`config.mk`:
```
export PLATFORM = sky130hd
export DESIGN_NAME = gregorian_date_add_sub_days_top
export DESIGN_NICKNAME = d
export VERILOG_FILES = /design/src/design/gdas_pkg.sv /design/src/design/gdas_seq.sv /design/src/design/gdas_dp.sv /design/src/design/gregorian_date_add_sub_days_top.sv
export SDC_FILE = /design/constraint.sdc
export NUM_CORES = 1
export LEC_CHECK = 0
export BUFFER_PORTS_ARGS = -buffer_cell sky130_fd_sc_hd__buf_2
export CAP_MARGIN = 15
export CORE_MARGIN = 2
export CORE_UTILIZATION = 25
export DETAILED_ROUTE_END_ITERATION = 7
export GPL_ROUTABILITY_DRIVEN = 0
export GPL_TIMING_DRIVEN = 0
export SYNTH_ARGS = -nofsm -noshare
export SYNTH_HDL_FRONTEND = slang
export SYNTH_HIERARCHICAL = 1
export SYNTH_SLANG_ARGS = --single-unit
```
`constraint.sdc`:
```
create_clock -name clk -period 8.95 [get_ports clk]
set_input_delay 1.3425 -clock clk [delete_from_list [all_inputs] [get_ports clk]]
set_output_delay 1.3425 -clock clk [all_outputs]
set_load 0.05 [all_outputs]
```
`src/design/gdas_pkg.sv`:
```
// Shared types, constants, tables and microcode for the date add/subtract block.
package gdas_pkg;

    localparam int YEAR_W           = 14;
    localparam int MONTH_W          = 4;
    localparam int DAY_W            = 5;
    localparam int DAY_COUNT_W      = 20;
    localparam int DAY_COUNT_BITS_DEF = 20;
    localparam int DAY_NUM_W        = 22;
    localparam int PC_W             = 6;
    localparam int WIDX_W           = 4;

    localparam logic [YEAR_W-1:0]    YEAR_MAX  = 14'd9999;
    localparam logic [MONTH_W-1:0]   MONTH_MAX = 4'd12;
    localparam logic [DAY_NUM_W-1:0] DAY_LIMIT = 22'd3652059;

    localparam logic [PC_W-1:0] WAIT_PC  = 6'd0;
    localparam logic [PC_W-1:0] MWALK_PC = 6'd32;
    localparam logic [PC_W-1:0] EMIT_PC  = 6'd33;

    typedef struct packed {
        logic                   req_type;
        logic [YEAR_W-1:0]      in_year;
        logic [MONTH_W-1:0]     in_month;
        logic [DAY_W-1:0]       in_day;
        logic [DAY_COUNT_W-1:0] day_count;
    } req_t;

    typedef struct packed {
        logic [YEAR_W-1:0]  out_year;
        logic [MONTH_W-1:0] out_month;
        logic [DAY_W-1:0]   out_day;
        logic               range_error;
    } rsp_t;

    typedef enum logic [2:0] {
        OP_WAIT  = 3'd0,
        OP_CHKY  = 3'd1,
        OP_FSTEP = 3'd2,
        OP_DOY   = 3'd3,
        OP_ADD   = 3'd4,
        OP_BSTEP = 3'd5,
        OP_MWALK = 3'd6,
        OP_EMIT  = 3'd7
    } op_t;

    typedef struct packed {
        op_t               op;
        logic [WIDX_W-1:0] widx;
        logic [PC_W-1:0]   jmp;
    } ctrl_t;

    typedef struct packed {
        logic hold;
        logic jump;
    } stat_t;

    typedef enum logic [1:0] {
        G400 = 2'd0,
        G100 = 2'd1,
        G4   = 2'd2,
        G1   = 2'd3
    } grp_t;

    typedef struct packed {
        logic [YEAR_W-1:0]    yw;
        logic [DAY_NUM_W-1:0] dw;
        grp_t                 grp;
        logic [2:0]           qbit;
    } wt_t;

    // Paired year and day weights, largest first, for the restoring steps.
    function automatic wt_t weight(input logic [WIDX_W-1:0] idx);
        wt_t w;
        w = '{14'd0, 22'd0, G400, 3'd0};
        unique case (idx)
            4'd0:  w = '{14'd6400, 22'd2337552, G400, 3'd4};
            4'd1:  w = '{14'd3200, 22'd1168776, G400, 3'd3};
            4'd2:  w = '{14'd1600, 22'd584388,  G400, 3'd2};
            4'd3:  w = '{14'd800,  22'd292194,  G400, 3'd1};
            4'd4:  w = '{14'd400,  22'd146097,  G400, 3'd0};
            4'd5:  w = '{14'd200,  22'd73048,   G100, 3'd1};
            4'd6:  w = '{14'd100,  22'd36524,   G100, 3'd0};
            4'd7:  w = '{14'd64,   22'd23376,   G4,   3'd4};
            4'd8:  w = '{14'd32,   22'd11688,   G4,   3'd3};
            4'd9:  w = '{14'd16,   22'd5844,    G4,   3'd2};
            4'd10: w = '{14'd8,    22'd2922,    G4,   3'd1};
            4'd11: w = '{14'd4,    22'd1461,    G4,   3'd0};
            4'd12: w = '{14'd2,    22'd730,     G1,   3'd1};
            4'd13: w = '{14'd1,    22'd365,     G1,   3'd0};
            default: w = '{14'd0, 22'd0, G400, 3'd0};
        endcase
        return w;
    endfunction

    function automatic logic [DAY_W-1:0] month_len(input logic leap,
                                                   input logic [MONTH_W-1:0] m);
        logic [DAY_W-1:0] len;
        len = 5'd31;
        unique case (m)
            4'd2:  len = leap ? 5'd29 : 5'd28;
            4'd4:  len = 5'd30;
            4'd6:  len = 5'd30;
            4'd9:  len = 5'd30;
            4'd11: len = 5'd30;
            default: len = 5'd31;
        endcase
        return len;
    endfunction

    // Days before the first of month m in a common year.
    function automatic logic [8:0] cum_days(input logic [MONTH_W-1:0] m);
        logic [8:0] c;
        c = 9'd0;
        unique case (m)
            4'd2:  c = 9'd31;
            4'd3:  c = 9'd59;
            4'd4:  c = 9'd90;
            4'd5:  c = 9'd120;
            4'd6:  c = 9'd151;
            4'd7:  c = 9'd181;
            4'd8:  c = 9'd212;
            4'd9:  c = 9'd243;
            4'd10: c = 9'd273;
            4'd11: c = 9'd304;
            4'd12: c = 9'd334;
            default: c = 9'd0;
        endcase
        return c;
    endfunction

    // Microcode: date to day number, move, day number back to date.
    function automatic ctrl_t prog(input logic [PC_W-1:0] pc);
        ctrl_t c;
        c = '{OP_WAIT, 4'd0, WAIT_PC};
        unique case (pc)
            6'd0:  c = '{OP_WAIT,  4'd0,  WAIT_PC};
            6'd1:  c = '{OP_CHKY,  4'd0,  EMIT_PC};
            6'd2:  c = '{OP_FSTEP, 4'd0,  WAIT_PC};
            6'd3:  c = '{OP_FSTEP, 4'd1,  WAIT_PC};
            6'd4:  c = '{OP_FSTEP, 4'd2,  WAIT_PC};
            6'd5:  c = '{OP_FSTEP, 4'd3,  WAIT_PC};
            6'd6:  c = '{OP_FSTEP, 4'd4,  WAIT_PC};
            6'd7:  c = '{OP_FSTEP, 4'd5,  WAIT_PC};
            6'd8:  c = '{OP_FSTEP, 4'd6,  WAIT_PC};
            6'd9:  c = '{OP_FSTEP, 4'd7,  WAIT_PC};
            6'd10: c = '{OP_FSTEP, 4'd8,  WAIT_PC};
            6'd11: c = '{OP_FSTEP, 4'd9,  WAIT_PC};
            6'd12: c = '{OP_FSTEP, 4'd10, WAIT_PC};
            6'd13: c = '{OP_FSTEP, 4'd11, WAIT_PC};
            6'd14: c = '{OP_FSTEP, 4'd12, WAIT_PC};
            6'd15: c = '{OP_FSTEP, 4'd13, WAIT_PC};
            6'd16: c = '{OP_DOY,   4'd0,  WAIT_PC};
            6'd17: c = '{OP_ADD,   4'd0,  EMIT_PC};
            6'd18: c = '{OP_BSTEP, 4'd0,  WAIT_PC};
            6'd19: c = '{OP_BSTEP, 4'd1,  WAIT_PC};
            6'd20: c = '{OP_BSTEP, 4'd2,  WAIT_PC};
            6'd21: c = '{OP_BSTEP, 4'd3,  WAIT_PC};
            6'd22: c = '{OP_BSTEP, 4'd4,  WAIT_PC};
            6'd23: c = '{OP_BSTEP, 4'd5,  WAIT_PC};
            6'd24: c = '{OP_BSTEP, 4'd6,  WAIT_PC};
            6'd25: c = '{OP_BSTEP, 4'd7,  WAIT_PC};
            6'd26: c = '{OP_BSTEP, 4'd8,  WAIT_PC};
            6'd27: c = '{OP_BSTEP, 4'd9,  WAIT_PC};
            6'd28: c = '{OP_BSTEP, 4'd10, WAIT_PC};
            6'd29: c = '{OP_BSTEP, 4'd11, WAIT_PC};
            6'd30: c = '{OP_BSTEP, 4'd12, WAIT_PC};
            6'd31: c = '{OP_BSTEP, 4'd13, WAIT_PC};
            6'd32: c = '{OP_MWALK, 4'd0,  MWALK_PC};
            6'd33: c = '{OP_EMIT,  4'd0,  WAIT_PC};
            default: c = '{OP_WAIT, 4'd0, WAIT_PC};
        endcase
        return c;
    endfunction

endpackage

```
`src/design/gdas_seq.sv`:
```
// Step counter and microcode table that sequence the datapath.
module gdas_seq
    import gdas_pkg::*;
(
    input  logic  clk,
    input  logic  rst_n,
    input  stat_t stat,
    output ctrl_t ctrl
);

    logic [PC_W-1:0] pc_reg;
    logic [PC_W-1:0] pc_next;

    assign ctrl = prog(pc_reg);

    always_comb
    begin
        priority if (stat.hold)
        begin
            pc_next = pc_reg;
        end
        else if (stat.jump)
        begin
            pc_next = ctrl.jmp;
        end
        else
        begin
            pc_next = pc_reg + 6'd1;
        end
    end

    always_ff @(posedge clk or negedge rst_n)
    begin
        if (!rst_n)
        begin
            pc_reg <= WAIT_PC;
        end
        else
        begin
            pc_reg <= pc_next;
        end
    end

endmodule

```
`src/design/gdas_dp.sv`:
```
// Datapath: year/day restoring unit, day-of-year and month walk, result register.
module gdas_dp
    import gdas_pkg::*;
#(
    parameter int DAY_COUNT_BITS = DAY_COUNT_BITS_DEF
)
(
    input  logic  clk,
    input  logic  rst_n,
    input  ctrl_t ctrl,
    output stat_t stat,
    input  logic  req_valid,
    output logic  req_stall,
    input  req_t  req_item,
    output logic  rsp_valid,
    input  logic  rsp_stall,
    output rsp_t  rsp_item
);

    localparam int CNT_W = (DAY_COUNT_BITS < DAY_COUNT_W) ? DAY_COUNT_BITS : DAY_COUNT_W;
    localparam int DN_W  = ((CNT_W > DAY_NUM_W) ? CNT_W : DAY_NUM_W) + 2;

    logic [YEAR_W-1:0]  y0_reg;
    logic [MONTH_W-1:0] m0_reg;
    logic [DAY_W-1:0]   d0_reg;
    logic               sub_reg;
    logic [CNT_W-1:0]   cnt_reg;
    logic [YEAR_W-1:0]  yr_reg;
    logic [DN_W-1:0]    dn_reg;
    logic [MONTH_W-1:0] mo_reg;
    logic [1:0]         q100_reg;
    logic [4:0]         q4_reg;
    logic [1:0]         q1_reg;
    logic               err_reg;
    rsp_t               rsp_reg;
    logic               rsp_valid_reg;

    wt_t              wt;
    logic             leap;
    logic [DAY_W-1:0] len;
    logic [DAY_W-1:0] dc;
    logic [DN_W-1:0]  dw_ext;
    logic [DN_W-1:0]  yw_ext;
    logic [DN_W-1:0]  sum;
    logic [DN_W-1:0]  doy;
    logic             add_fail;
    logic             yr_fail;
    logic             walk_more;
    logic             emit_go;
    logic             accept;
    logic             fstep_hit;
    logic             bstep_hit;

    assign req_stall = (ctrl.op != OP_WAIT);
    assign accept    = req_valid && !req_stall;
    assign rsp_valid = rsp_valid_reg;
    assign rsp_item  = rsp_reg;

    always_comb
    begin
        wt     = weight(ctrl.widx);
        dw_ext = DN_W'(wt.dw);
        yw_ext = DN_W'(wt.yw);
        // Leap year from the year-in-cycle decomposition of (year - 1).
        leap   = (q1_reg == 2'd3) && ((q4_reg != 5'd24) || (q100_reg == 2'd3));
        len    = month_len(leap, mo_reg);
        if (d0_reg == 5'd0)
        begin
            dc = 5'd1;
        end
        else if (d0_reg > len)
        begin
            dc = len;
        end
        else
        begin
            dc = d0_reg;
        end
        doy = DN_W'(cum_days(mo_reg)) + DN_W'(leap && (mo_reg > 4'd2))
            + DN_W'(dc - 5'd1);
        sum = sub_reg ? (dn_reg - DN_W'(cnt_reg)) : (dn_reg + DN_W'(cnt_reg));
        add_fail  = sum[DN_W-1] || (sum >= DN_W'(DAY_LIMIT));
        yr_fail   = (y0_reg == '0) || (y0_reg > YEAR_MAX);
        walk_more = (mo_reg < MONTH_MAX) && (dn_reg >= DN_W'(len));
        fstep_hit = (DN_W'(yr_reg) >= yw_ext);
        bstep_hit = (dn_reg >= dw_ext);
        emit_go   = !rsp_valid_reg || !rsp_stall;
    end

    always_comb
    begin
        stat.hold = 1'b0;
        stat.jump = 1'b0;
        unique case (ctrl.op)
            OP_WAIT:  stat.hold = !req_valid;
            OP_CHKY:  stat.jump = yr_fail;
            OP_FSTEP: stat.jump = 1'b0;
            OP_DOY:   stat.jump = 1'b0;
            OP_ADD:   stat.jump = add_fail;
            OP_BSTEP: stat.jump = 1'b0;
            OP_MWALK: stat.jump = walk_more;
            OP_EMIT:
            begin
                stat.hold = !emit_go;
                stat.jump = 1'b1;
            end
        endcase
    end

    always_ff @(posedge clk)
    begin
        unique case (ctrl.op)
            OP_WAIT:
            begin
                if (accept)
                begin
                    y0_reg  <= req_item.in_year;
                    m0_reg  <= req_item.in_month;
                    d0_reg  <= req_item.in_day;
                    sub_reg <= req_item.req_type;
                    cnt_reg <= req_item.day_count[CNT_W-1:0];
                end
            end
            OP_CHKY:
            begin
                err_reg  <= yr_fail;
                yr_reg   <= y0_reg - 14'd1;
                dn_reg   <= '0;
                q100_reg <= '0;
                q4_reg   <= '0;
                q1_reg   <= '0;
                // Saturate the month into 1..12.
                if (m0_reg == 4'd0)
                begin
                    mo_reg <= 4'd1;
                end
                else if (m0_reg > MONTH_MAX)
                begin
                    mo_reg <= MONTH_MAX;
                end
                else
                begin
                    mo_reg <= m0_reg;
                end
            end
            OP_FSTEP, OP_BSTEP:
            begin
                if ((ctrl.op == OP_FSTEP) ? fstep_hit : bstep_hit)
                begin
                    if (ctrl.op == OP_FSTEP)
                    begin
                        yr_reg <= yr_reg - wt.yw;
                        dn_reg <= dn_reg + dw_ext;
                    end
                    else
                    begin
                        yr_reg <= yr_reg + wt.yw;
                        dn_reg <= dn_reg - dw_ext;
                    end
                    unique case (wt.grp)
                        G400: ;
                        G100: q100_reg <= q100_reg | (2'd1 << wt.qbit);
                        G4:   q4_reg   <= q4_reg   | (5'd1 << wt.qbit);
                        G1:   q1_reg   <= q1_reg   | (2'd1 << wt.qbit);
                    endcase
                end
            end
            OP_DOY:
            begin
                dn_reg <= dn_reg + doy;
            end
            OP_ADD:
            begin
                err_reg  <= add_fail;
                dn_reg   <= sum;
                yr_reg   <= 14'd1;
                mo_reg   <= 4'd1;
                q100_reg <= '0;
                q4_reg   <= '0;
                q1_reg   <= '0;
            end
            OP_MWALK:
            begin
                if (walk_more)
                begin
                    dn_reg <= dn_reg - DN_W'(len);
                    mo_reg <= mo_reg + 4'd1;
                end
            end
            OP_EMIT:
            begin
                if (emit_go)
                begin
                    if (err_reg)
                    begin
                        rsp_reg <= '{y0_reg, m0_reg, d0_reg, 1'b1};
                    end
                    else
                    begin
                        rsp_reg <= '{yr_reg, mo_reg, DAY_W'(dn_reg[DAY_W-1:0] + 5'd1), 1'b0};
                    end
                end
            end
        endcase
    end

    always_ff @(posedge clk or negedge rst_n)
    begin
        if (!rst_n)
        begin
            rsp_valid_reg <= 1'b0;
        end
        else if ((ctrl.op == OP_EMIT) && emit_go)
        begin
            rsp_valid_reg <= 1'b1;
        end
        else if (rsp_valid_reg && !rsp_stall)
        begin
            rsp_valid_reg <= 1'b0;
        end
    end

endmodule

```
`src/design/gregorian_date_add_sub_days_top.sv`:
```
// Top level of the Gregorian date add/subtract-days block.
//
//  channel  | handshake              | payload
//  ---------+------------------------+--------------------------------------
//  request  | req_valid / req_stall  | req_item: req_type, date, day_count
//  result   | rsp_valid / rsp_stall  | rsp_item: date, range_error
//
// An item passes from accept to result through a year check, 14 forward steps of the
// shared year/day subtract unit, a day-of-year step, the add, 14 backward steps, 1 to 12 month-walk
// steps and an emit step. A start year outside 1..9999 goes from the year check straight to the emit
// step, a moved date outside it from the add. Reset clears the step counter and the result valid;
// no clearing pass. A new item is accepted while the last result waits on rsp_stall; it then
// holds at its final step until the result register frees.
module gregorian_date_add_sub_days_top
    import gdas_pkg::*;
#(
    parameter int DAY_COUNT_BITS = DAY_COUNT_BITS_DEF
)
(
    input  logic clk,
    input  logic rst_n,
    input  logic req_valid,
    output logic req_stall,
    input  req_t req_item,
    output logic rsp_valid,
    input  logic rsp_stall,
    output rsp_t rsp_item
);

    ctrl_t ctrl;
    stat_t stat;

    gdas_seq u_seq (
        .clk   (clk),
        .rst_n (rst_n),
        .stat  (stat),
        .ctrl  (ctrl)
    );

    gdas_dp #(
        .DAY_COUNT_BITS (DAY_COUNT_BITS)
    ) u_dp (
        .clk       (clk),
        .rst_n     (rst_n),
        .ctrl      (ctrl),
        .stat      (stat),
        .req_valid (req_valid),
        .req_stall (req_stall),
        .req_item  (req_item),
        .rsp_valid (rsp_valid),
        .rsp_stall (rsp_stall),
        .rsp_item  (rsp_item)
    );

    a_busy_after_accept: assert property (@(posedge clk) disable iff (!rst_n)
        (req_valid && !req_stall) |=> req_stall)
        else $error("request accepted but block not busy next cycle");

    a_date_legal: assert property (@(posedge clk) disable iff (!rst_n)
        (rsp_valid && !rsp_item.range_error) |->
        (rsp_item.out_month >= 4'd1 && rsp_item.out_month <= 4'd12 &&
         rsp_item.out_day >= 5'd1 && rsp_item.out_year >= 14'd1 &&
         rsp_item.out_year <= 14'd9999))
        else $error("result date out of legal range");

    a_feb_len: assert property (@(posedge clk) disable iff (!rst_n)
        (rsp_valid && !rsp_item.range_error && rsp_item.out_month == 4'd2) |->
        (rsp_item.out_day <= 5'd29))
        else $error("February result past day 29");

    a_valid_drop: assert property (@(posedge clk) disable iff (!rst_n)
        $fell(rsp_valid) |-> $past(!rsp_stall))
        else $error("result dropped without being taken");

endmodule
```
Yosys cells after proc, flatten, opt, wreduce, memory -nomap -nowiden
Memory sizes are Yosys's and may differ from the RTL's. A register that Yosys moved wholly into a read port is not among the register bits.
Cells that the tools add are included.
{ "classes": {"add_sub_neg": 15, "n_mul": 0, "n_div": 0, "n_lt_le_gt_ge": 9, "eq_ne": 23, "shifts": 2, "n_mux": 34, "bitwise_logic": 3, "n_reduce_logical": 37} }
{ "ops": {"columns": ["op", "count"], "rows": [
  ["2-to-1 mux 24 bit", 5],
  ["one-hot mux 24 bit (5 select lines)", 1],
  ["adder 24 bit", 2],
  ["one-hot mux 14 bit (3 select lines)", 1],
  ["2-to-1 mux 14 bit", 2],
  ["adder 24 x 20 -> 24 bit", 1],
  ["adder 24 x 22 -> 24 bit", 1],
  ["greater-or-equal comparator 24 x 22 -> 1 bit", 1],
  ["greater-or-equal comparator 24 x 22 -> 1 bit (second input constant)", 1],
  ["greater-or-equal comparator 24 x 5 -> 1 bit", 1],
  ["subtractor 24 x 20 -> 24 bit", 1],
  ["subtractor 24 x 22 -> 24 bit", 1],
  ["subtractor 24 x 5 -> 24 bit", 1],
  ["2-to-1 mux 5 bit", 4],
  ["one-hot mux 5 bit (2 select lines)", 2],
  ["2-to-1 mux 4 bit", 4],
  ["adder 14 bit", 1],
  ["greater-or-equal comparator 14 bit", 1],
  ["greater-than comparator 14 bit (second input constant)", 1],
  ["logical NOT 14 bit", 1],
  ["subtractor 14 x 1 -> 14 bit (second input constant)", 1],
  ["subtractor 14 bit", 1],
  ["equality test 3 bit (second input constant)", 4],
  ["one-hot mux 4 bit (3 select lines)", 1],
  ["42 further kinds", 83]
]} }
{ "word_totals": {"regBits": 127, "latch_bits": 0, "ram_bits": 0, "romBits": 1360, "in_bits": 48, "elab_cells": 144, "n_memories": 3} }
{ "memory_table": {"columns": ["memory", "depth", "word_bits", "read_ports", "rd_ports_with_merged_regs", "wr", "line", "text"], "rows": [
  ["(name not given)", 16, 40, 1, 0, 0, "gdas_pkg.sv:76", "unique case (idx)"],
  ["(name not given)", 64, 9, 1, 0, 0, "gdas_pkg.sv:136", "unique case (pc)"],
  ["(name not given)", 16, 9, 1, 1, 0, "gdas_pkg.sv:115", "unique case (m)"]
]} }

Depth between registers and ports, before layout
Gate-level depths: netlist (run 1).
{ "depth": {"ltp_word": 12, "mapped_depth": 34, "mapped_depth_nobuf": 34} }

Cells and area by module
Netlist (run 1), hierarchy kept.
{ "modules_own_cells": {"columns": ["mod", "instances", "cells_per_inst", "area_each_um2", "seq_area_each_um2"], "rows": [
  ["gdas_dp", 1, 1702, 14084.8, 3808.7],
  ["gdas_seq", 1, 74, 585.6, 150.1]
]} }

Worst setup path after synthesis (run 1)
Ideal clock, no wire load.
{ "synth_path": {"path_kind": "reg-to-reg", "start": "register u_seq.pc_reg[1]", "end": "register u_dp.dn_reg[0], enable pin", "setup_ns": 0.450, "arrival_time_ns": 6.288, "t_required_ns": 8.500, "setup_slack_ns": 2.213, "stages_incl_launch_ff": 23, "n_path_buf": 3, "synth_period_minus_slack_ns": 6.737, "path_cell_list": "dfrtp_1 -> inv_1 -> ha_1 -> mux2i_1 -> nor2_1 -> clkbuf_1 -> clkinv_1 -> ha_1 -> clkbuf_1 -> a21oi_1 -> o21ai_0 -> ha_1 -> buf_2 -> or4_1 -> nor3_2 -> and2_1 -> a311o_1 -> nor2_1 -> o211ai_1 -> a31oi_1 -> o21ai_0 -> o21ai_0 -> a311oi_1"} }
{ "synth_rtl": {"columns": ["item", "line", "text"], "rows": [
  ["start: declaration", "gdas_seq.sv:11", "logic [PC_W-1:0] pc_reg;"],
  ["start signal: assignment", "gdas_seq.sv:40", "pc_reg <= pc_next;"],
  ["end signal: assignment", "gdas_dp.sv:153", "dn_reg <= dn_reg + dw_ext;"],
  ["end signal: assignment", "gdas_dp.sv:158", "dn_reg <= dn_reg - dw_ext;"],
  ["end signal: assignment", "gdas_dp.sv:170", "dn_reg <= dn_reg + doy;"],
  ["end: declaration", "gdas_dp.sv:29", "logic [DN_W-1:0] dn_reg;"]
]} }

Worst setup path after layout (run 1)
{ "layout_path": {"start": "register u_dp.mo_reg[0]", "end": "register u_dp.dn_reg[23], data pin"} }
{ "layout_via": {"elab_chain_cells": 10, "word_cells_on_any_way": 19, "classes_between": "add/sub: 5; order compare: 2; eq/ne: 5; mux: 5; reduce/logical: 2"} }
{ "layout_rtl": {"columns": ["item", "line", "text"], "rows": [
  ["start: declaration", "gdas_dp.sv:30", "logic [MONTH_W-1:0] mo_reg;"],
  ["start signal: assignment", "gdas_dp.sv:143", "mo_reg <= m0_reg;"],
  ["start signal: assignment", "gdas_dp.sv:187", "mo_reg <= mo_reg + 4'd1;"],
  ["equality test 4 x 3 -> 1 bit or equality test 4 bit (tied branches)", "gdas_pkg.sv:100", "unique case (m)"],
  ["OR reduction 4 bit (no line)", null, null],
  ["one-hot mux 5 bit (2 select lines)", "gdas_pkg.sv:100", null],
  ["greater-than comparator 5 bit", "gdas_dp.sv:71", "else if (d0_reg > len)"],
  ["2-to-1 mux 5 bit", "gdas_dp.sv:71", null],
  ["2-to-1 mux 5 bit", "gdas_dp.sv:67", "if (d0_reg == 5'd0)"],
  ["subtractor 5 x 1 -> 6 bit", "gdas_dp.sv:80", "+ DN_W'(dc - 5'd1);"],
  ["adder 24 bit", "gdas_dp.sv:80", null],
  ["adder 24 bit", "gdas_dp.sv:170", null],
  ["one-hot mux 24 bit (5 select lines) *", "gdas_dp.sv:112", "unique case (ctrl.op)"],
  ["end signal: assignment", "gdas_dp.sv:170", null],
  ["end signal: assignment", "gdas_dp.sv:175", "dn_reg <= sum;"],
  ["end signal: assignment", "gdas_dp.sv:186", "dn_reg <= dn_reg - DN_W'(len);"]
]} }
Every way passes the cells marked *; elsewhere a longest branch is shown, timed or not. The select of a mux whose other input is x is not followed.
A chain may end at the register's enable or synchronous reset.

==> results of run 1 <==
-- cell type report --
cell class / instances / area [sq um] / area share [%]
clock inverter: 13 / 102.6 / 0.6166
sequential: 136 / 3959 / 23.79
inverter: 119 / 446.7 / 2.685
buffer: 69 / 284.0 / 1.707
clock buffer: 19 / 464.2 / 2.790
timing repair buffer: 78 / 444.2 / 2.670
tap: 765 / 957.2 / 5.753
multi-input combinational: 1450 / 9981 / 59.99
-- path summary, 6_finish.rpt --
check	startpoint	endpoint	slack, ps	depth (start not counted)
max	u_dp/mo_reg[0]	u_dp/dn_reg[23]	1690	32
min	u_dp/err_reg	u_dp/rsp_item[0]	530	0
max reg2reg	u_dp/mo_reg[0]	u_dp/dn_reg[23]	1690	32
min reg2reg	u_dp/err_reg	u_dp/rsp_item[0]	530	0
max in group asynchronous	rst_n	u_dp/rsp_valid	8070	1
min in group asynchronous	rst_n	u_seq/pc_reg[2]	710	1
-- worst reg2reg max path, delay by kind of cell, from the launching register on --
kind	cells	cell delay [ps]
buffers and inverters	3	270
AO/OA/AOI/OAI	19	4170
adder cells (fa/ha/maj)	5	1440
flip-flops	1	450
AND/OR/NAND/NOR	3	410
XOR/XNOR	2	270
-- per-layer routing --
layer	GRT usage [%]	vias up
li1	-	6717
met1	21.17	6806
met2	25.19	648
met3	2.925	74
met4	5.116	0
met5	0	-
-- per-stage QoR --
| step | hold WS (ps) | setup slack (ps) | instances | util, % |
|---|---|---|---|---|
| 3_5_place_dp | 516.3 | 1824 | 2615 | 27.77 |
| 6_report | 527.6 | 1688 | 2649 | 28.78 |
| 2_1_floorplan | 445.9 | 2213 | 1774 | - |
| 3_3_place_gp | 507.5 | -49.14 | 2612 | 27.63 |
| 5_1_grt | 540.0 | 1144 | 2649 | 28.78 |
| 4_1_cts | 533.2 | 1811 | 2647 | 28.76 |
==> impl_results.md, run 1 <==
- 1st-iter DRT viols: 1408
- Drt total wl: 48380 um
- CP Class: reg -> reg
- Worst-path clk slew: 70 ps
- Critical-path top delay cell: a2111oi_0
- Core area: 0.05781 sq mm
- WL met2: 21750 um
- Synth Area per Inst: between 8 and 9 sq um
- Initial antenna violation count: 0
- Met1 wire length: 21310 um
- RSZ-0062 raised after global routing: no
- Nets: 2090
- Filler cells: 6099
- Post_cts resized: 0
- Die width: 245.9 um
- Clock Path Buffers: 2
- Cts bufs inserted: 17
- Slew @ Worst Pin: 1636 ps
- Ports: 74
- Area Overhead vs Synth: 13.74%
- DR top layer: met4
- Worst-Skew Late Latency: 460 ps
- Vias/cell: approximately 5.4
- Port bufs: 73
- Placed Area: 0.01606 sq mm
- Setup crit end kind: flip-flop
- Commonest cells after routing, fill and taps aside: 169 x nor2_1, 163 x ha_1, 155 x nand2_1, 136 x a21oi_1, 129 x o21ai_0
- Pre-antenna DRT Iters: 8
- Starting density of the core: about a quarter
- Die area: 0.06047 sq mm
- CTS H-Tree Depth: 4
- Status: finished, violations left
- Largest stage delay, worst path: 470 ps
- Total track usage: 15.71%
- Cell Rows: slightly below 90
- Worst path bufs/invs: 3
- Post-CTS Setup Bufs: 0
- Crit path time final: 7262 ps
- CTS tree: done
- Worst Skew: 16.40 ps
- CP most frequent cell: a21oi_1
- Final slew viol count: 18
- Crit path DAT: 7460 ps
- N_diodes: 0
- F_max: 137.7 MHz
- CP Launch Type: flip-flop
- Final Hold Viols: 0
- Clock Sink Count: 136
- Synth warn: 6
- First-pass GRT wire length: 74680 um
- Total negative slack: 0 ps
- Most common cell after layout, fill and taps aside: nor2_1
- Routed Antenna Nets: 0
- Met3 wire length: ~4200 um
- Critical path required time: slightly above 9000 ps
- Residual DRC: 0
- Post-DP HPWL: 37530 um
- Delay-heaviest family, CP: compound AO/OA/AOI/OAI gates
- Cell Area, Synth: 0.01463 sq mm
- Final setup vio count: 0
- Vias: 14250
- Design area: 0.01664 sq mm
- CTS Hold Bufs: 0
- Syn Inst Count: about 1800
- Share of layout cells above drive strength 1: 9.183%
- Number of global-route vias before repair: 13570
- Hold Crit Class: reg -> reg
- Slew HR: -9.042%
- Failing checks: max-slew violations
- Part of the cycle the worst path needs: 81.14%
- Wirelength per Cell: ~18 um
- Root Buffer: clkbuf_16
- DIE HEIGHT: 245.9 um
- CP max FO: 6
- Gr ovfl total: 0
- Max_cap viols: 0
- Largest net degree at the start of global routing: 24
Power of run 1 is not shown: default switching activity piles up to over one toggle a cycle in this logic, so the estimate is an artifact.
==> run 2, diff against run 1 <==
==> constraint.sdc (replaced) <==
create_clock -name clk -period 6.72 [get_ports clk]
set_input_delay 1.008 -clock clk [delete_from_list [all_inputs] [get_ports clk]]
set_output_delay 1.008 -clock clk [all_outputs]
set_load 0.05 [all_outputs]
==> impl_results.md, run 2 (same netlist as run 1, synthesis figures left out) <==
- Status: finished, violations left
- Failing checks: max-slew violations
- Residual DRC: 0
- Delay-heaviest family, CP: compound AO/OA/AOI/OAI gates
- CTS tree: done
- Largest stage delay, worst path: 400 ps
- Cell Rows: 88
- Clock Path Buffers: 2
- Total track usage: 15.54%
- Gr ovfl total: 0
- Placed cells: approximately 2600
- Number of global-route vias before repair: ~14000
- Routed Antenna Nets: 0
- CP Launch Type: flip-flop
- Max_cap viols: 0
- Hold Crit Class: in -> async
- R2r endpoint: u_dp/dn_reg[23]
- Crit path time final: 6474 ps
- Final slew viol count: 18
- CP max FO: 5
- Pre-antenna DRT Iters: 8
- Port bufs: 73
- Area Overhead vs Synth: 15.72%
- Drt total wl: 48690 um
- Final setup vio count: 0
- Worst-path clk slew: 70 ps
- Largest net degree at the start of global routing: 24
- Share of layout cells above drive strength 1: between 10% and 20%
- Slew @ Worst Pin: 1661 ps
- Most common cell after layout, fill and taps aside: nor2_1
- CTS Hold Bufs: 0
- Root Buffer: clkbuf_16
- Worst-Skew Late Latency: 450 ps
- Setup crit end kind: flip-flop
- DIE HEIGHT: 245.9 um
- Post-DP HPWL: 37710 um
- Die width: 245.9 um
- Worst Skew: 17.98 ps
- Total stage count of the critical path: 31
- CP most frequent cell: a21oi_2
- Placed Area: around 0.016 sq mm
- Worst setup path endpoint: u_dp/dn_reg[23]
- Vias/cell: 5.357
- Worst Reg-to-Reg Cells: 31
- Clock Sink Count: 136
- Critical-path top delay cell: edfxtp_1
- Final Hold Viols: 0
- Filler cells: 6154
- Wirelength per Cell: 18.30 um
- Initial antenna violation count: 0
- N_diodes: 0
- Critical path required time: 6900 ps
- CP Class: reg -> reg
- 1st-iter DRT viols: 1277
- F_max: 154.5 MHz
- Commonest cells after routing, fill and taps aside: 169 x nor2_1, 159 x ha_1, 155 x nand2_1, 129 x a21oi_1, 126 x o21ai_0
- CTS H-Tree Depth: 4
- Vias: 14250
- Reg2reg start: u_dp/q4_reg[1]
- Part of the cycle the worst path needs: around 96%
- Nets: roughly 2100
- Crit path DAT: 6660 ps
- Total negative slack: 0 ps
- Layout Cells excl Fill: ~2700
- Core area: 0.05781 sq mm
- Slew HR: -10.71%
- Cts bufs inserted: 17
- Ports: 74
- CP startpoint: u_dp/q4_reg[1]
- Die area: just over 0.06 sq mm
- Design area: around 0.017 sq mm
- R2r setup slk: 250 ps
- First-pass GRT wire length: 73930 um
- Starting density of the core: 25.31%
- Worst path bufs/invs: 2
-- run 2: changes by cell type in the layout (fill, tap and decap cells not counted), moves of 4 or more --
cell / previous run / this run
buf_4: 2 / 13
a21oi_1: 136 / 129
a21oi_2: 3 / 9
ha_1: 163 / 159
ha_4: 0 / 4
inv_4: 4 / 0
inv_6: 6 / 2
-- run 2: how the worst min path moves through the flow --
| stage | startpoint | to | slack [ps] | depth (start not counted) |
|---|---|---|---|---|
| finish | rst_n | u_seq/pc_reg[4] | 380 | 1 |
| global route | rst_n | u_seq/pc_reg[4] | 370 | 1 |
| CTS | rst_n | u_seq/pc_reg[4] | 370 | 1 |
| detailed placement | u_dp/err_reg | u_dp/rsp_item[0] | 470 | 0 |
| global placement | u_dp/err_reg | u_dp/rsp_item[0] | 460 | 0 |
| floorplan | u_dp/err_reg | u_dp/rsp_item[0] | 450 | 0 |
-- run 2: metal layers --
metal	up-vias	track usage [%]	share of wire [%]
met1	6791	20.73	44
li1	6730	-	-
met5	-	0	0
met2	640	24.62	45
met4	0	5.668	3.1
met3	93	3.219	8.2
-- run 2: layout make-up --
cell class | instances | area [sq um] | share of cell area (%)
Clock inverter | 12 | 128.9 | 0.7613
Sequential cell | 136 | 3959 | 23.39
Multi-Input combinational cell | 1450 | 10140 | 59.87
Buffer | 69 | 285.3 | 1.685
Inverter | 119 | 446.7 | 2.639
Timing Repair Buffer | 92 | 586.8 | 3.466
Tap cell | 765 | 957.2 | 5.654
Clock buffer | 18 | 429.2 | 2.535
-- run 2: metrics by stage --
stage          setup slack [ps]  hold WS (ps)  util (%)
3_5_place_dp             -282.4         472.0     27.77
3_3_place_gp             -920.7         461.3     27.64
6_report                  245.7         379.2     29.29
2_1_floorplan             532.2         445.9         -
5_1_grt                  -30.11         373.7     29.29
4_1_cts                  -21.21         373.7     28.88
-- run 2: repair_timing --
item                       in CTS  in global routing
setup endpoints to repair      16                 54
setup buffers                   6                  8
gates resized for setup         4                 29
pin swaps                       8                 20
Power of run 2 is left out for the same reason.
==> run 3, diff against run 2 <==
--- a/config.mk
+++ b/config.mk
@@ -14,5 +14,4 @@
 export GPL_TIMING_DRIVEN = 0
 export SYNTH_ARGS = -nofsm -noshare
 export SYNTH_HDL_FRONTEND = slang
-export SYNTH_HIERARCHICAL = 1
 export SYNTH_SLANG_ARGS = --single-unit
==> impl_results.md, run 3 <==
- Crit path DAT: around 6500 ps
- Final worst slack: 431.3 ps
- Final Hold Viols: 0
- Core area: 0.05531 sq mm
- CTS tree: done
- Cts bufs inserted: 17
- Largest net degree at the start of global routing: 25
- Most frequent cells after synthesis: 170 x nor2_1, 156 x ha_1, 146 x nand2_1
- Max_cap viols: 0
- Share of the synthesized area in the top cell type: about a quarter
- Final slew viol count: 0
- Syn Inst Count: 1674
- CP Class: reg -> reg
- Commonest cells after routing, fill and taps aside: 168 x nor2_1, 156 x ha_1, 146 x nand2_1, 139 x a21oi_1, 120 x edfxtp_1
- Met3 Track Usage GR: 2.505%
- Port bufs: 73
- Clock Path Buffers: 2
- Wirelength per Cell: 17.64 um
- N_diodes: 0
- CP Launch Type: flip-flop
- Slew @ Worst Pin: ~1000 ps
- Critical path required time: 6930 ps
- Largest cells by area after synthesis: edfxtp_1 26%, ha_1 14%, a21oi_1 5.0%, nor2_1 4.5%, xnor2_1 4.2%
- CP max FO: 11
- Crit path time final: 6289 ps
- Initial antenna violation count: 0
- Die area: 0.05804 sq mm
- Routed Antenna Nets: 0
- RSZ-0062 raised after global routing: no
- Most common cell after layout, fill and taps aside: nor2_1
- Post-DP HPWL: 35410 um
- Gr ovfl total: 0
- Ports: 74
- Root Buffer: clkbuf_16
- Clock Sink Count: roughly 140
- Cell Rows: 86
- Residual DRC: 0
- Vias/cell: 5.229
- Leading area contributor after synthesis: edfxtp_1
- Post-synthesis sequential area ratio: 28.21%
- 1st-iter DRT viols: 1305
- #FFs+latches synth: approximately 140
- Ys async rst share: 5.147%
- Design area: 0.01612 sq mm
- Setup WS pre-CTS: -19.76 ps
- Slew HR: between 20% and 30%
- Synth Flop Type: edfxtp_1
- Top-count cell post-synth: nor2_1
- CTS Hold Bufs: 0
- F_max: 159.0 MHz
- Vias: 13290
- Status: complete, no violations
- First-pass GRT wire length: 69470 um
- Nets: 1997
- Post-CTS Setup Bufs: 0
- Filler cells: 5908
- Number of global-route vias before repair: 12600
- Die width: 240.9 um
- Placed Area: ~0.015 sq mm
- Routing usage on met2: 24.74%
- Worst Skew: 14.75 ps
- Synth warn: 0
- Synth Area per Inst: 8.382 sq um
- Cell Area, Synth: 0.01403 sq mm
- Setup crit end kind: flip-flop
- Starting density of the core: 25.37%
- Worst-Skew Late Latency: 470 ps
- EDFF count, synth: between 100 and 150
- GRT busiest layer: met2
- Drt total wl: between 40000 and 50000 um
- Share of layout cells above drive strength 1: 9.532%
- CTS H-Tree Depth: 4
- Total track usage: approximately 15%
- Part of the cycle the worst path needs: 93.58%
- Pre-antenna DRT Iters: 7
- Worst-path clk slew: 60 ps
- Final setup vio count: 0
- DIE HEIGHT: 240.9 um
- Met1 GRT Util: 20.77%
- Hold Crit Class: in -> async
- Area Overhead vs Synth: 14.89%
- Number of distinct library cells after synthesis: 94
-- run 3: final timing paths --
kind                                      start                to  slack, ps  cells after the start
max in group asynchronous                 rst_n   u_seq.pc_reg[5]       6200                      1
worst max-delay path            u_seq.pc_reg[2]   u_dp.yr_reg[13]        430                     21
min in group clk                   u_dp.err_reg  u_dp.rsp_item[0]        530                      0
worst max register to register  u_seq.pc_reg[2]   u_dp.yr_reg[13]        430                     21
worst min register to register     u_dp.err_reg  u_dp.rsp_item[0]        530                      0
worst min-delay path                      rst_n    u_dp.rsp_valid        360                      1
-- run 3: metal layers --
layer | up-vias | share of wire [%]
met4 | 0 | 3.2
met2 | 552 | 45
li1 | 6326 | -
met1 | 6344 | 44
met3 | 71 | 7.2
met5 | - | 0
-- run 3: kinds of logic after synthesis --
family,synth area share [%]
AO/OA/AOI/OAI,23.75
adder cells (fa/ha/maj),15.62
other,0.02672
AND/OR/NAND/NOR,17.83
XOR/XNOR,6.919
buffers and inverters,4.993
flip-flops,28.21
multiplexers,2.648
-- run 3: through the flow --
stage	utilization, %	setup TNS, ps	instances	hold slack [ps]
after floorplan	-	0	1685	467.5
after detailed placement	27.99	-24.38	2511	540.3
after global placement	27.80	-12370	2506	511.5
after CTS	29.10	0	2543	337.7
after global routing	29.15	0	2542	366.2
final	29.15	0	2542	364.9
-- run 3: what timing repair did --
action	4_1_cts	5_1_grt
endpoints found under the setup margin	14	43
endpoints found under the hold margin	0	0
resized for setup	2	7
-- run 3: final cells by class --
type	count	area [sq um]	share of cell area [%]
buffer	81	310.3	1.925
clock buffer	18	429.2	2.662
clock inverter	14	181.4	1.125
inverter	103	386.6	2.398
multi-input combinational	1364	9469	58.73
sequential	136	3959	24.56
tap	748	935.9	5.805
timing repair buffer	78	450.4	2.794
-- run 3: critical path: stages (launching register included) --
cell and delay, ps:
dfrtp_1 470, inv_1 150, ha_1 290, nand2b_1 170, a21oi_1 680, clkbuf_1 450
nand3_1 300, o21ai_0 310, inv_1 230, fa_1 490, nor2b_1 160, o21a_1 180
o21bai_1 210, a311oi_1 160, nor3_1 250, o21a_1 250, o21a_1 190, a21oi_1 70
nand3b_1 230, a21oi_4 350, nor2_1 180, buf_4 230
Power of run 3 is left out for the same reason.
